--- src/sv/euler_321_to_quaternion_macros.svh ---
// Assertion macros used by the quaternion conversion queue
`ifndef EULER_321_TO_QUATERNION_MACROS_SVH
`define EULER_321_TO_QUATERNION_MACROS_SVH
`ifndef SYNTHESIS
// Check an implication that must hold in the same cycle
`define E2Q_ASSERT_NOW(lbl, clk, rst, ante, cons) \
  lbl: assert property (@(posedge clk) disable iff (rst) (ante) |-> (cons)) \
    else $error("e2q assertion failed");
// Check an implication whose consequence must hold in the next cycle
`define E2Q_ASSERT_NEXT(lbl, clk, rst, ante, cons) \
  lbl: assert property (@(posedge clk) disable iff (rst) (ante) |=> (cons)) \
    else $error("e2q assertion failed");
`else
`define E2Q_ASSERT_NOW(lbl, clk, rst, ante, cons)
`define E2Q_ASSERT_NEXT(lbl, clk, rst, ante, cons)
`endif
`endif

--- src/sv/e2q_pkg.sv ---
// Shared constants, types and elaboration-time table functions
package e2q_pkg;

  localparam int DEF_ANGLE_BITS   = 16;
  localparam int DEF_QUAT_BITS    = 16;
  localparam int DEF_CORDIC_STEPS = 16;

  localparam int Z_W    = 64;  // Q60 half-angle residual
  localparam int XY_W   = 44;  // Q40 CORDIC vector
  localparam int TRIG_W = 32;  // Q30 sine/cosine
  localparam int PROD_W = 64;  // Q60 products

  localparam logic [63:0] PI_Q60 = 64'h3243F6A8885A308D;

  typedef struct packed {
    logic signed [Z_W-1:0] roll;
    logic signed [Z_W-1:0] pitch;
    logic signed [Z_W-1:0] yaw;
  } z_trio_t;

  // unsigned 64-bit quotient by shift and subtract
  function automatic logic [63:0] udiv64(input logic [63:0] num, input logic [63:0] den);
    logic [63:0] q;
    logic [64:0] rem;
    int j;
    q = '0;
    rem = '0;
    for (j = 63; j >= 0; j--) begin
      rem = {rem[63:0], num[j]};
      if (rem >= {1'b0, den}) begin
        rem = rem - {1'b0, den};
        q[j] = 1'b1;
      end
    end
    return q;
  endfunction

  // atan(2^-i) in Q60 by alternating series, pi/4 taken directly for i = 0
  function automatic logic signed [63:0] atan_q60(input int i);
    logic signed [63:0] acc;
    logic [63:0] t;
    int k;
    int e;
    acc = '0;
    if (i == 0) begin
      acc = $signed(PI_Q60 >> 2);
    end else begin
      for (k = 0; k <= 30; k++) begin
        e = i * (2 * k + 1);
        if (e <= 60) begin
          t = udiv64(64'd1 << (60 - e), 64'(2 * k + 1));
          if (k[0]) acc = acc - $signed(t);
          else acc = acc + $signed(t);
        end
      end
    end
    return acc;
  endfunction

  // CORDIC start value K in Q40
  function automatic logic signed [XY_W-1:0] cordic_k_q40(input int steps);
    logic [63:0] k2;
    logic [63:0] n;
    logic [63:0] r;
    logic [63:0] b;
    int i;
    k2 = 64'd1 << 60;
    k2 = k2 >> 1;
    for (i = 1; i < steps; i++) begin
      k2 = k2 - udiv64(k2, (64'd1 << (2 * i)) + 64'd1);
    end
    n = k2;
    r = '0;
    b = 64'd1 << 62;
    while (b > n) b = b >> 2;
    while (b != 0) begin
      if (n >= r + b) begin
        n = n - (r + b);
        r = (r >> 1) + b;
      end else begin
        r = r >> 1;
      end
      b = b >> 2;
    end
    return XY_W'(r << 10);
  endfunction

endpackage

--- src/sv/e2q_queue.sv ---
// Two-entry queue between the front end and the CORDIC pipeline
`include "euler_321_to_quaternion_macros.svh"
module e2q_queue import e2q_pkg::*; (
  input  logic    clk,
  input  logic    rst,
  input  logic    push_valid,
  output logic    push_ready,
  input  z_trio_t push_data,
  output logic    pop_valid,
  input  logic    pop_ready,
  output z_trio_t pop_data
);

  z_trio_t     mem [2];
  logic        wr_ptr;
  logic        rd_ptr;
  logic [1:0]  count;
  logic        push;
  logic        pop;

  assign push_ready = (count != 2'd2);
  assign pop_valid  = (count != 2'd0);
  assign push       = push_valid && push_ready;
  assign pop        = pop_valid && pop_ready;
  assign pop_data   = mem[rd_ptr];

  // write the entry at the tail
  always_ff @(posedge clk) begin
    if (push) begin
      mem[wr_ptr] <= push_data;
    end
  end

  // advance pointers and fill level
  always_ff @(posedge clk) begin
    if (rst) begin
      wr_ptr <= 1'b0;
      rd_ptr <= 1'b0;
      count  <= 2'd0;
    end else begin
      if (push) wr_ptr <= !wr_ptr;
      if (pop) rd_ptr <= !rd_ptr;
      if (push && !pop) count <= count + 2'd1;
      else if (pop && !push) count <= count - 2'd1;
    end
  end

  `E2Q_ASSERT_NOW(a_count_max, clk, rst, 1'b1, count <= 2'd2)
  `E2Q_ASSERT_NEXT(a_fill_up, clk, rst, push && !pop, count == $past(count) + 2'd1)
  `E2Q_ASSERT_NEXT(a_drain, clk, rst, pop && !push, count == $past(count) - 2'd1)

endmodule

--- config.mk ---
export PLATFORM = sky130hd
export DESIGN_NAME = e2q_queue
export DESIGN_NICKNAME = d
export VERILOG_FILES = /design/src/sv/e2q_pkg.sv /design/src/sv/e2q_queue.sv
export VERILOG_INCLUDE_DIRS = /design/src /design/src/sv
export SDC_FILE = /design/constraint.sdc
export NUM_CORES = 1
export LEC_CHECK = 0
export BUFFER_PORTS_ARGS = -buffer_cell sky130_fd_sc_hd__buf_2
export CAP_MARGIN = 20
export CORE_MARGIN = 2
export CORE_UTILIZATION = 45
export DETAILED_ROUTE_END_ITERATION = 8
export PLACE_DENSITY = 0.68
export SYNTH_ARGS = -nofsm -noshare
export SYNTH_HDL_FRONTEND = slang
export SYNTH_SLANG_ARGS = --single-unit
--- constraint.sdc ---
create_clock -name clk -period 11 [get_ports clk]
set_clock_uncertainty 0.15 [all_clocks]
set_input_delay 0 -clock clk [delete_from_list [all_inputs] [get_ports clk]]
set_output_delay 0 -clock clk [all_outputs]
set_load 0.1 [all_outputs]
==> metrics.csv <==
metric,value,unit
number of instances in the placed design,1391,
Ports,390,
worst IR drop on VDD,272,uV
routability congestion estimate,0.775,
MaxCap Viol Count,0,
leakage power total,7.36,nW
depth of the worst register-to-register path,3,
run status,completed,
count of input and output buffers,389,
power spent charging and discharging nets,0.00265,W
Critical Path AT,3300,ps
number of core rows,64,
non-filler instance count after layout,1659,
overall via count from detail_route,8092,
data required time of the worst path,10850,ps
portion of the post-synthesis area used by sequential elements,82.2,%
fmax,290,MHz
initial antenna violation count,2,
# setup viols final,0,
sum of overflow across all layers after global routing,0,
sequential share of power,34.0,%
dominant combinational cell family by area after synthesis,multiplexers,
dpl cell area,16400,um^2
number of detailed-routing iterations run before antenna repair,4,
per-cell via count in the routed design,4.88,
H-Tree Depth,2,
core outline area,30700,um^2
startpoint type of the worst setup path,flop,
complex-gate fraction of the synthesized area,0.212,%
via count of the first global-routing pass,8828,
Net Sw Frac,46.5,%
post-route minimum period,3450,ps
number of clock buffers inserted by TritonCTS,39,
final count of pins violating max slew,0,
total power divided by cell area,291,nW/um^2
number of distinct library cells after synthesis,18,
clock group share of total power,22.0,%
kind of critical path,flop to output pin,
fin area,19600,um^2
overall fraction of global-route tracks in use,19.1,%
Fin. Hold Viols,0,
post-route antenna net violation count,0,
total power consumption of the routed design,0.00570,W
Comb pwr share,44.0,%
root buffer cell,clkbuf_16,
fraction of layout cells with a size suffix above 1,51.0,%
Cell Int Power,0.00305,W
Routed Wire Length,31800,um
average instance area after synthesis,22.8,um^2
global-route wire length before repair,48500,um
clock latency on the worst-skew pair,520,ps
classification of the worst-slack hold path,primary input to flop,
x dimension of the die,181,um
setup total negative slack,0,ps
vertical die dimension,181,um
element type at the critical path end,output pin,
clock sinks,389,
initial DRC count,471,
die outline area,32900,um^2
mux cell area share after synthesis,15.3,%
Synthesized Nets,818,
number of register bits inferred by synthesis,389,
number of gates given a new drive strength after cts,0,
starting utilization of the core area,46.0,%
"most common cell after layout, fill and taps aside",buf_2,
hold path cells,2,
clock buffer depth,3,
most used cells in the layout excluding fill and tap cells,"389 x buf_2, 384 x edfxtp_1, 196 x dlygate4sd3_1",
Post-route DRC,0,
"arithmetic-cell share of the synthesized area counting full adders, half adders and majority gates",0.0884,%
routed wirelength normalized by instance count,19.2,um
pin count of the biggest net entering global routing,78,
ratio of final minimum period to clock period,31.3,%
area share of xor/xnor cells in the synthesized design,0.186,%
nets@finish,1429,
synthesized instance count,621,
area share of and/or/nand/nor cells after synthesis,0.354,%
number of fill cells,2161,
total half-perimeter wirelength after legalization and detailed placement,19400,um
Slew @ Worst Pin,1060,ps
number of warnings printed during yosys synthesis,0,
unrepaired setup endpoints after global routing,false,
largest fanout on the critical path,77,
area growth from synthesis to layout,38.5,%
CTS tree,yes,
clock input transition at the sequential cells of the worst setup and hold paths,60,ps
Relative slew margins,29.3,%
netlist area before placement,14100,um^2
## synthesized netlist by cell type
| cell type | n | area (um^2) |
|---|---|---|
| ha_1 | 1 | 12.5 |
| a21oi_1 | 2 | 10.0 |
| inv_1 | 1 | 3.75 |
| and2_1 | 1 | 6.26 |
| mux2_2 | 192 | 2160 |
| o21ai_0 | 2 | 10.0 |
| dfxtp_1 | 5 | 100 |
| or3_1 | 1 | 6.26 |
| nor2_1 | 3 | 11.3 |
| a21bo_2 | 1 | 10.0 |
| or2_2 | 1 | 6.26 |
| buf_6 | 20 | 225 |
| edfxtp_1 | 384 | 11500 |
| buf_2 | 1 | 5.00 |
| nand2b_1 | 1 | 6.26 |
| and3_1 | 1 | 6.26 |
| xor2_1 | 3 | 26.3 |
| nand3b_1 | 1 | 7.51 |
## final cells by class
cell class                 instances  area [um^2]  share of cell area (%)
clock inverter                    17          140                   0.715
sequential                       389        11600                    59.4
timing repair buffer             591         3950                    20.2
multi-input combinational        210         2290                    11.7
tap                              396          495                    2.53
antenna                            2         5.00                  0.0255
inverter                           1         8.76                  0.0447
clock buffer                      53         1070                    5.46
## repair_timing
item | 4_1_cts | 5_1_grt
endpoints found under the hold margin | 389 | 0
hold buffers | 196 | 0
buffers inserted | 0 | 0
## registers in the layout (all words and copies together) (netlist names), named ones only
register and count:
count 2, mem 384, rd_ptr 1, wr_ptr 1
## layer usage
| layer | wire, um | global-route usage [%] |
|---|---|---|
| met5 | 0 | 0 |
| met4 | 778 | 5.76 |
| met3 | 2710 | 6.29 |
| met2 | 16500 | 34.1 |
| met1 | 11800 | 21.7 |
## final timing paths
kind                              start                    end  slack, ps
setup / recovery                   flop           pop_data[51]       7550
hold / removal            push_data[57]   mem[1][57]$_DFFE_PP_         50
setup reg to reg  count[0]$_SDFFE_PP0P_  mem[1][123]$_DFFE_PP_       8110
hold reg to reg     rd_ptr$_SDFFE_PP0P_    rd_ptr$_SDFFE_PP0P_        390
## metrics by stage
| stage | setup WS, ps | hold slack (ps) | util, % |
|---|---|---|---|
| after global placement | 8080 | 37.7 | 53.4 |
| after floorplan | 4470 | -80.9 | - |
| after global routing | 7360 | 35.8 | 63.7 |
| after detailed placement | 8080 | 41.3 | 53.4 |
| after CTS | 7510 | 21.7 | 63.7 |
| final | 7550 | 47.5 | 63.7 |
## kinds of logic after synthesis
group | Yosys count
AND/OR/NAND/NOR | 9
XOR/XNOR | 3
adder cells (fa/ha/maj) | 1
buffers and inverters | 22
flip-flops | 389
multiplexers | 192
AO/OA/AOI/OAI | 5
## power by group through the flow
stage          clock network [W]  registers [W]  logic (W)
3_5_place_dp                   0        0.00197    0.00245
2_1_floorplan                  0        0.00195    0.00217
6_report                 0.00125        0.00194    0.00251
4_1_cts                  0.00127        0.00194    0.00251
3_3_place_gp                   0        0.00196    0.00244
5_1_grt                  0.00134        0.00196    0.00258
## critical path, stage by stage, from the launching register on
cell and delay (ps):
dfxtp_4 1050, buf_4 840, mux2_2 330, buf_2 430
(Power assumes the default switching activity.)
