$ cat src/sv/euler_321_to_quaternion_macros.svh
// Assertion macros used by the quaternion conversion queue
`ifndef EULER_321_TO_QUATERNION_MACROS_SVH
`define EULER_321_TO_QUATERNION_MACROS_SVH
`ifndef SYNTHESIS
// Check an implication that must hold in the same cycle
`define E2Q_ASSERT_NOW(lbl, clk, rst, ante, cons) \
  lbl: assert property (@(posedge clk) disable iff (rst) (ante) |-> (cons)) \
    else $error("e2q assertion failed");
// Check an implication whose consequence must hold in the next cycle
`define E2Q_ASSERT_NEXT(lbl, clk, rst, ante, cons) \
  lbl: assert property (@(posedge clk) disable iff (rst) (ante) |=> (cons)) \
    else $error("e2q assertion failed");
`else
`define E2Q_ASSERT_NOW(lbl, clk, rst, ante, cons)
`define E2Q_ASSERT_NEXT(lbl, clk, rst, ante, cons)
`endif
`endif

$ cat src/sv/e2q_pkg.sv
// Shared constants, types and elaboration-time table functions
package e2q_pkg;

  localparam int DEF_ANGLE_BITS   = 16;
  localparam int DEF_QUAT_BITS    = 16;
  localparam int DEF_CORDIC_STEPS = 16;

  localparam int Z_W    = 64;  // Q60 half-angle residual
  localparam int XY_W   = 44;  // Q40 CORDIC vector
  localparam int TRIG_W = 32;  // Q30 sine/cosine
  localparam int PROD_W = 64;  // Q60 products

  localparam logic [63:0] PI_Q60 = 64'h3243F6A8885A308D;

  typedef struct packed {
    logic signed [Z_W-1:0] roll;
    logic signed [Z_W-1:0] pitch;
    logic signed [Z_W-1:0] yaw;
  } z_trio_t;

  // unsigned 64-bit quotient by shift and subtract
  function automatic logic [63:0] udiv64(input logic [63:0] num, input logic [63:0] den);
    logic [63:0] q;
    logic [64:0] rem;
    int j;
    q = '0;
    rem = '0;
    for (j = 63; j >= 0; j--) begin
      rem = {rem[63:0], num[j]};
      if (rem >= {1'b0, den}) begin
        rem = rem - {1'b0, den};
        q[j] = 1'b1;
      end
    end
    return q;
  endfunction

  // atan(2^-i) in Q60 by alternating series, pi/4 taken directly for i = 0
  function automatic logic signed [63:0] atan_q60(input int i);
    logic signed [63:0] acc;
    logic [63:0] t;
    int k;
    int e;
    acc = '0;
    if (i == 0) begin
      acc = $signed(PI_Q60 >> 2);
    end else begin
      for (k = 0; k <= 30; k++) begin
        e = i * (2 * k + 1);
        if (e <= 60) begin
          t = udiv64(64'd1 << (60 - e), 64'(2 * k + 1));
          if (k[0]) acc = acc - $signed(t);
          else acc = acc + $signed(t);
        end
      end
    end
    return acc;
  endfunction

  // CORDIC start value K in Q40
  function automatic logic signed [XY_W-1:0] cordic_k_q40(input int steps);
    logic [63:0] k2;
    logic [63:0] n;
    logic [63:0] r;
    logic [63:0] b;
    int i;
    k2 = 64'd1 << 60;
    k2 = k2 >> 1;
    for (i = 1; i < steps; i++) begin
      k2 = k2 - udiv64(k2, (64'd1 << (2 * i)) + 64'd1);
    end
    n = k2;
    r = '0;
    b = 64'd1 << 62;
    while (b > n) b = b >> 2;
    while (b != 0) begin
      if (n >= r + b) begin
        n = n - (r + b);
        r = (r >> 1) + b;
      end else begin
        r = r >> 1;
      end
      b = b >> 2;
    end
    return XY_W'(r << 10);
  endfunction

endpackage

$ cat src/sv/e2q_front.sv
// Front end: takes angle requests and scales them to Q60 half angles
module e2q_front import e2q_pkg::*; #(
  parameter int ANGLE_BITS = DEF_ANGLE_BITS
) (
  input  logic                         clk,
  input  logic                         rst,
  input  logic                         in_valid,
  output logic                         in_ready,
  input  logic signed [ANGLE_BITS-1:0] roll_angle,
  input  logic signed [ANGLE_BITS-1:0] pitch_angle,
  input  logic signed [ANGLE_BITS-1:0] yaw_angle,
  output logic                         fr_valid,
  input  logic                         fr_ready,
  output z_trio_t                      fr_data
);

  localparam logic signed [Z_W-1:0] ZSCALE = $signed(PI_Q60 >> ANGLE_BITS);

  logic    hold;
  z_trio_t data_next;

  assign in_ready = !hold || fr_ready;

  // scale each angle: half angle in Q60 radians
  always_comb begin
    data_next.roll  = Z_W'($signed(roll_angle))  * ZSCALE;
    data_next.pitch = Z_W'($signed(pitch_angle)) * ZSCALE;
    data_next.yaw   = Z_W'($signed(yaw_angle))   * ZSCALE;
  end

  // hold the request until the queue takes it
  always_ff @(posedge clk) begin
    if (rst) begin
      hold <= 1'b0;
    end else if (in_ready) begin
      hold <= in_valid;
    end
  end

  always_ff @(posedge clk) begin
    if (in_ready && in_valid) begin
      fr_data <= data_next;
    end
  end

  assign fr_valid = hold;

endmodule

$ cat config.mk
export PLATFORM = sky130hd
export DESIGN_NAME = e2q_front
export DESIGN_NICKNAME = d
export VERILOG_FILES = /design/src/sv/euler_321_to_quaternion_macros.svh /design/src/sv/e2q_pkg.sv /design/src/sv/e2q_front.sv
export SDC_FILE = /design/constraint.sdc
export NUM_CORES = 2
export LEC_CHECK = 0
export ABC_AREA = 1
export BUFFER_PORTS_ARGS = -buffer_cell sky130_fd_sc_hd__buf_2
export CORE_ASPECT_RATIO = 1.2
export CORE_MARGIN = 3
export CORE_UTILIZATION = 35
export DETAILED_ROUTE_END_ITERATION = 10
export SLEW_MARGIN = 0
export SYNTH_ARGS = -nofsm -noshare
export SYNTH_HDL_FRONTEND = slang
export SYNTH_SLANG_ARGS = --single-unit
$ cat constraint.sdc
create_clock -name clk -period 10.6 [get_ports clk]
set_clock_uncertainty 0.05 [all_clocks]
set_input_delay 0 -clock clk [delete_from_list [all_inputs] [get_ports clk]]
set_output_delay 0 -clock clk [all_outputs]
set_load 0.01 [all_outputs]
==> results by group <==
Logic synthesis
  – Ys Warns: 0
  – Synthesized flop and latch total: 187
  – Ys flop type: edfxtp_1
  – Synthesized area: 44100 µm²
  – Mean Syn Cell Area: 7.80 µm²
  – Sequential-to-total area share from yosys stat: 12.7%
  – EDFF count, synth: 186
  – Area leader, netlist: fa_1
  – Post-Synthesis Cells: 5659
  – Top cells by area, synth: fa_1 27%, ha_1 22%, inv_1 14%
  – Async set-reset flop share out of synthesis: 0%
  – Synth top area share: 27.1%
  – Synth unique cells: 37

Worst setup path
  – Worst Setup End Kind: register
  – Setup crit start: yaw_angle[2]
  – Worst reg2reg startpoint: fr_valid
  – Type of the worst setup path: in -> reg
  – Reg2Reg Capture Point: fr_data[23]
  – Max incr delay on CP: 0.74 ns
  – Critical path depth: 20
  – Crit path capture: fr_data[53]
  – Setup crit start kind: primary input
  – Slowest-stage cell, CP: fa_1
  – Cell family contributing the most delay on the critical path: adder cells
  – Crit-path most repeated cell: fa_1
  – Crit-path cells: dlygate4sd3_1 -> buf_2 -> inv_1 -> fa_1 -> fa_1 -> fa_1 -> inv_1 -> fa_1 -> fa_1 -> inv_1 -> fa_1 -> inv_1 -> ha_1 -> nand2_1 -> nor2_1 -> nand2_1 -> nor2_1 -> nand3_1 -> nand4_1 -> nand2_1
  – Buf+Inv Stages, Crit Path: 6
  – Worst-path maximum fanout: 8
  – R2R Setup Slk: 8.15 ns
  – Reg2Reg Depth: 3
  – WP data arrival: 6.15 ns
  – WP data required: 10.84 ns

Detailed routing
  – Post-route ant nets: 0
  – DR WL/cell: 19.7 µm
  – DRT met1 WL: 60300 µm
  – Drt drc: 0
  – Routed met2 length: 74700 µm
  – First-iteration detailed-routing DRC count: 2001
  – Final wirelength: 150000 µm
  – WL met3: 5600 µm
  – Routed via count: 35645
  – DR vias/cell: 4.69
  – Top Layer Used: met4
  – 1st-pass router iterations: 5

STA
  – Pin slew with the least headroom to its limit: 1.10 ns
  – Fin crit period: 5.91 ns
  – Endpoints failing setup: 0
  – Rel. slew slack: 26.6%
  – Setup TNS: 0 ns
  – Fin. max-slew vios: 0
  – Maximum clock frequency: 169 MHz
  – Fin crit share: 55.8%
  – RSZ-0062 raised after global routing: false
  – Final Hold Fails: 0

Clock network
  – CTS Buf Count: 17
  – Clk sinks: 187
  – CTS Root Cell: clkbuf_16
  – TritonCTS clock tree: yes
  – Post-CTS Setup Bufs: 0
  – Clk_lat worst skew: 0.53 ns
  – Clk buf depth: 2
  – Clock slew at reported path FFs: 0.09 ns
  – CTS HTree Levels: 4

Layout
  – Layout cells sized above 1: 6.62%
  – Fill count: 13097
  – Syn-to-layout area delta: 8.92%
  – Final net count: 7334
  – Non-filler cells, final: 7595

Placement
  – GPL Wtd Cong: 0.988
  – Port Buffers: 242
  – Placed cell count: 7554
  – Post-detail-place hpwl: 134000 µm

Floorplanning
  – Die H: 395 µm
  – Core area: 125000 µm²
  – Die area: 130000 µm²
  – Site row count: 142
  – I/O pin cnt: 246
  – Starting density of the core: 35.3%
  – DIE WIDTH: 330 µm

Flow run
  – Maximum capacitance violations: 0

GRT
  – GRT Resource Usage Total: 23.3%
  – Initial antenna violation count: 2
  – Number of global-route vias before repair: 37211
  – Pin count of the biggest net entering global routing: 135
  – Congestion Overflow GR: 0
  – Global-route wire length before repair: 225000 µm

Min path
  – Hold Path Class: in -> reg
  – Hold Path Depth: 2

Run status
  – Status: completed
## layout make-up
cell class / instances / area, µm² / share of cell area [%]
clock inverter: 13 / 133 / 0.276
timing repair buffer: 253 / 1330 / 2.77
antenna: 1 / 2.50 / 0.00521
multi-input combinational: 3764 / 32100 / 66.8
sequential: 187 / 5610 / 11.7
inverter: 1703 / 6390 / 13.3
tap: 1656 / 2070 / 4.31
clock buffer: 18 / 429 / 0.893
## through the flow
| stage | worst slack, ns | hold WS [ns] | area, µm² | util [%] |
|---|---|---|---|---|
| after global routing | 4.49 | 0.0171 | 48100 | 38.4 |
| after detailed placement | 4.68 | 0.240 | 47400 | 37.9 |
| after CTS | 4.74 | 0.0121 | 48100 | 38.4 |
| after floorplan | 0.444 | 0.0191 | 44100 | - |
| after global placement | 4.65 | 0.240 | 47400 | 37.9 |
| final | 4.69 | 0.0721 | 48100 | 38.4 |
## cell usage in the layout, fill, tap and decap left out, types with 18 or more instances in the layout
| cell | netlist | final |
|---|---|---|
| xnor2_1 | 27 | 27 |
| nor3_1 | 22 | 22 |
| buf_2 | 0 | 242 |
| nand2_1 | 1545 | 1545 |
| nand2_2 | 18 | 18 |
| inv_1 | 1682 | 1682 |
| nand4_1 | 46 | 46 |
| nor2_2 | 34 | 34 |
| and2_1 | 23 | 23 |
| nand3_1 | 132 | 132 |
| inv_2 | 20 | 20 |
| edfxtp_1 | 186 | 186 |
| fa_1 | 597 | 597 |
| xor2_1 | 85 | 85 |
| nor2_1 | 268 | 268 |
| a21oi_1 | 126 | 125 |
| ha_1 | 759 | 759 |
## Yosys cell counts (18+ instances only)
library cell  instances
nand2_2              18
fa_1                597
edfxtp_1            186
nor3_1               22
nor2_2               34
xnor2_1              27
and2_1               23
nor2_1              268
nand2_1            1545
nand4_1              46
nand3_1             132
inv_1              1682
xor2_1               85
a21oi_1             126
ha_1                759
inv_2                20
## flip-flops by register name, indices dropped and copies added (netlist names)
name and cells:
fr_valid 1, fr_data 186
## worst min path at each step
stage / endpoint / startpoint / slack, ns
final: fr_data[131] / roll_angle[2] / 0.07
after global placement: fr_valid / rst / 0.24
after floorplan: fr_valid / rst / 0.02
after CTS: fr_data[131] / roll_angle[2] / 0.01
after detailed placement: fr_valid / rst / 0.24
after global routing: fr_data[131] / roll_angle[2] / 0.02
## per-layer routing
metal	up-vias	global-route usage, %
met1	17116	27.9
li1	17270	-
met4	0	12.4
met5	-	0
met2	953	41.3
met3	306	2.09
## kinds of logic after synthesis
kind of cell	synth area share [%]
DFF	12.7
adders and majority gates	48.6
buffers and inverters	14.6
xor gates and xnor gates	2.22
other	0.00850
and+or+nand+nor	20.1
AOI/OAI and AO/OA	1.76
## repair_timing
action	in CTS	in global routing
hold buffers	9	0
hold endpoints to repair	8	0
endpoints found under the setup margin	0	0
gates resized for setup	0	0
Power is not shown: default switching activity piles up to over one toggle a cycle in this logic, so the estimate is an artifact.
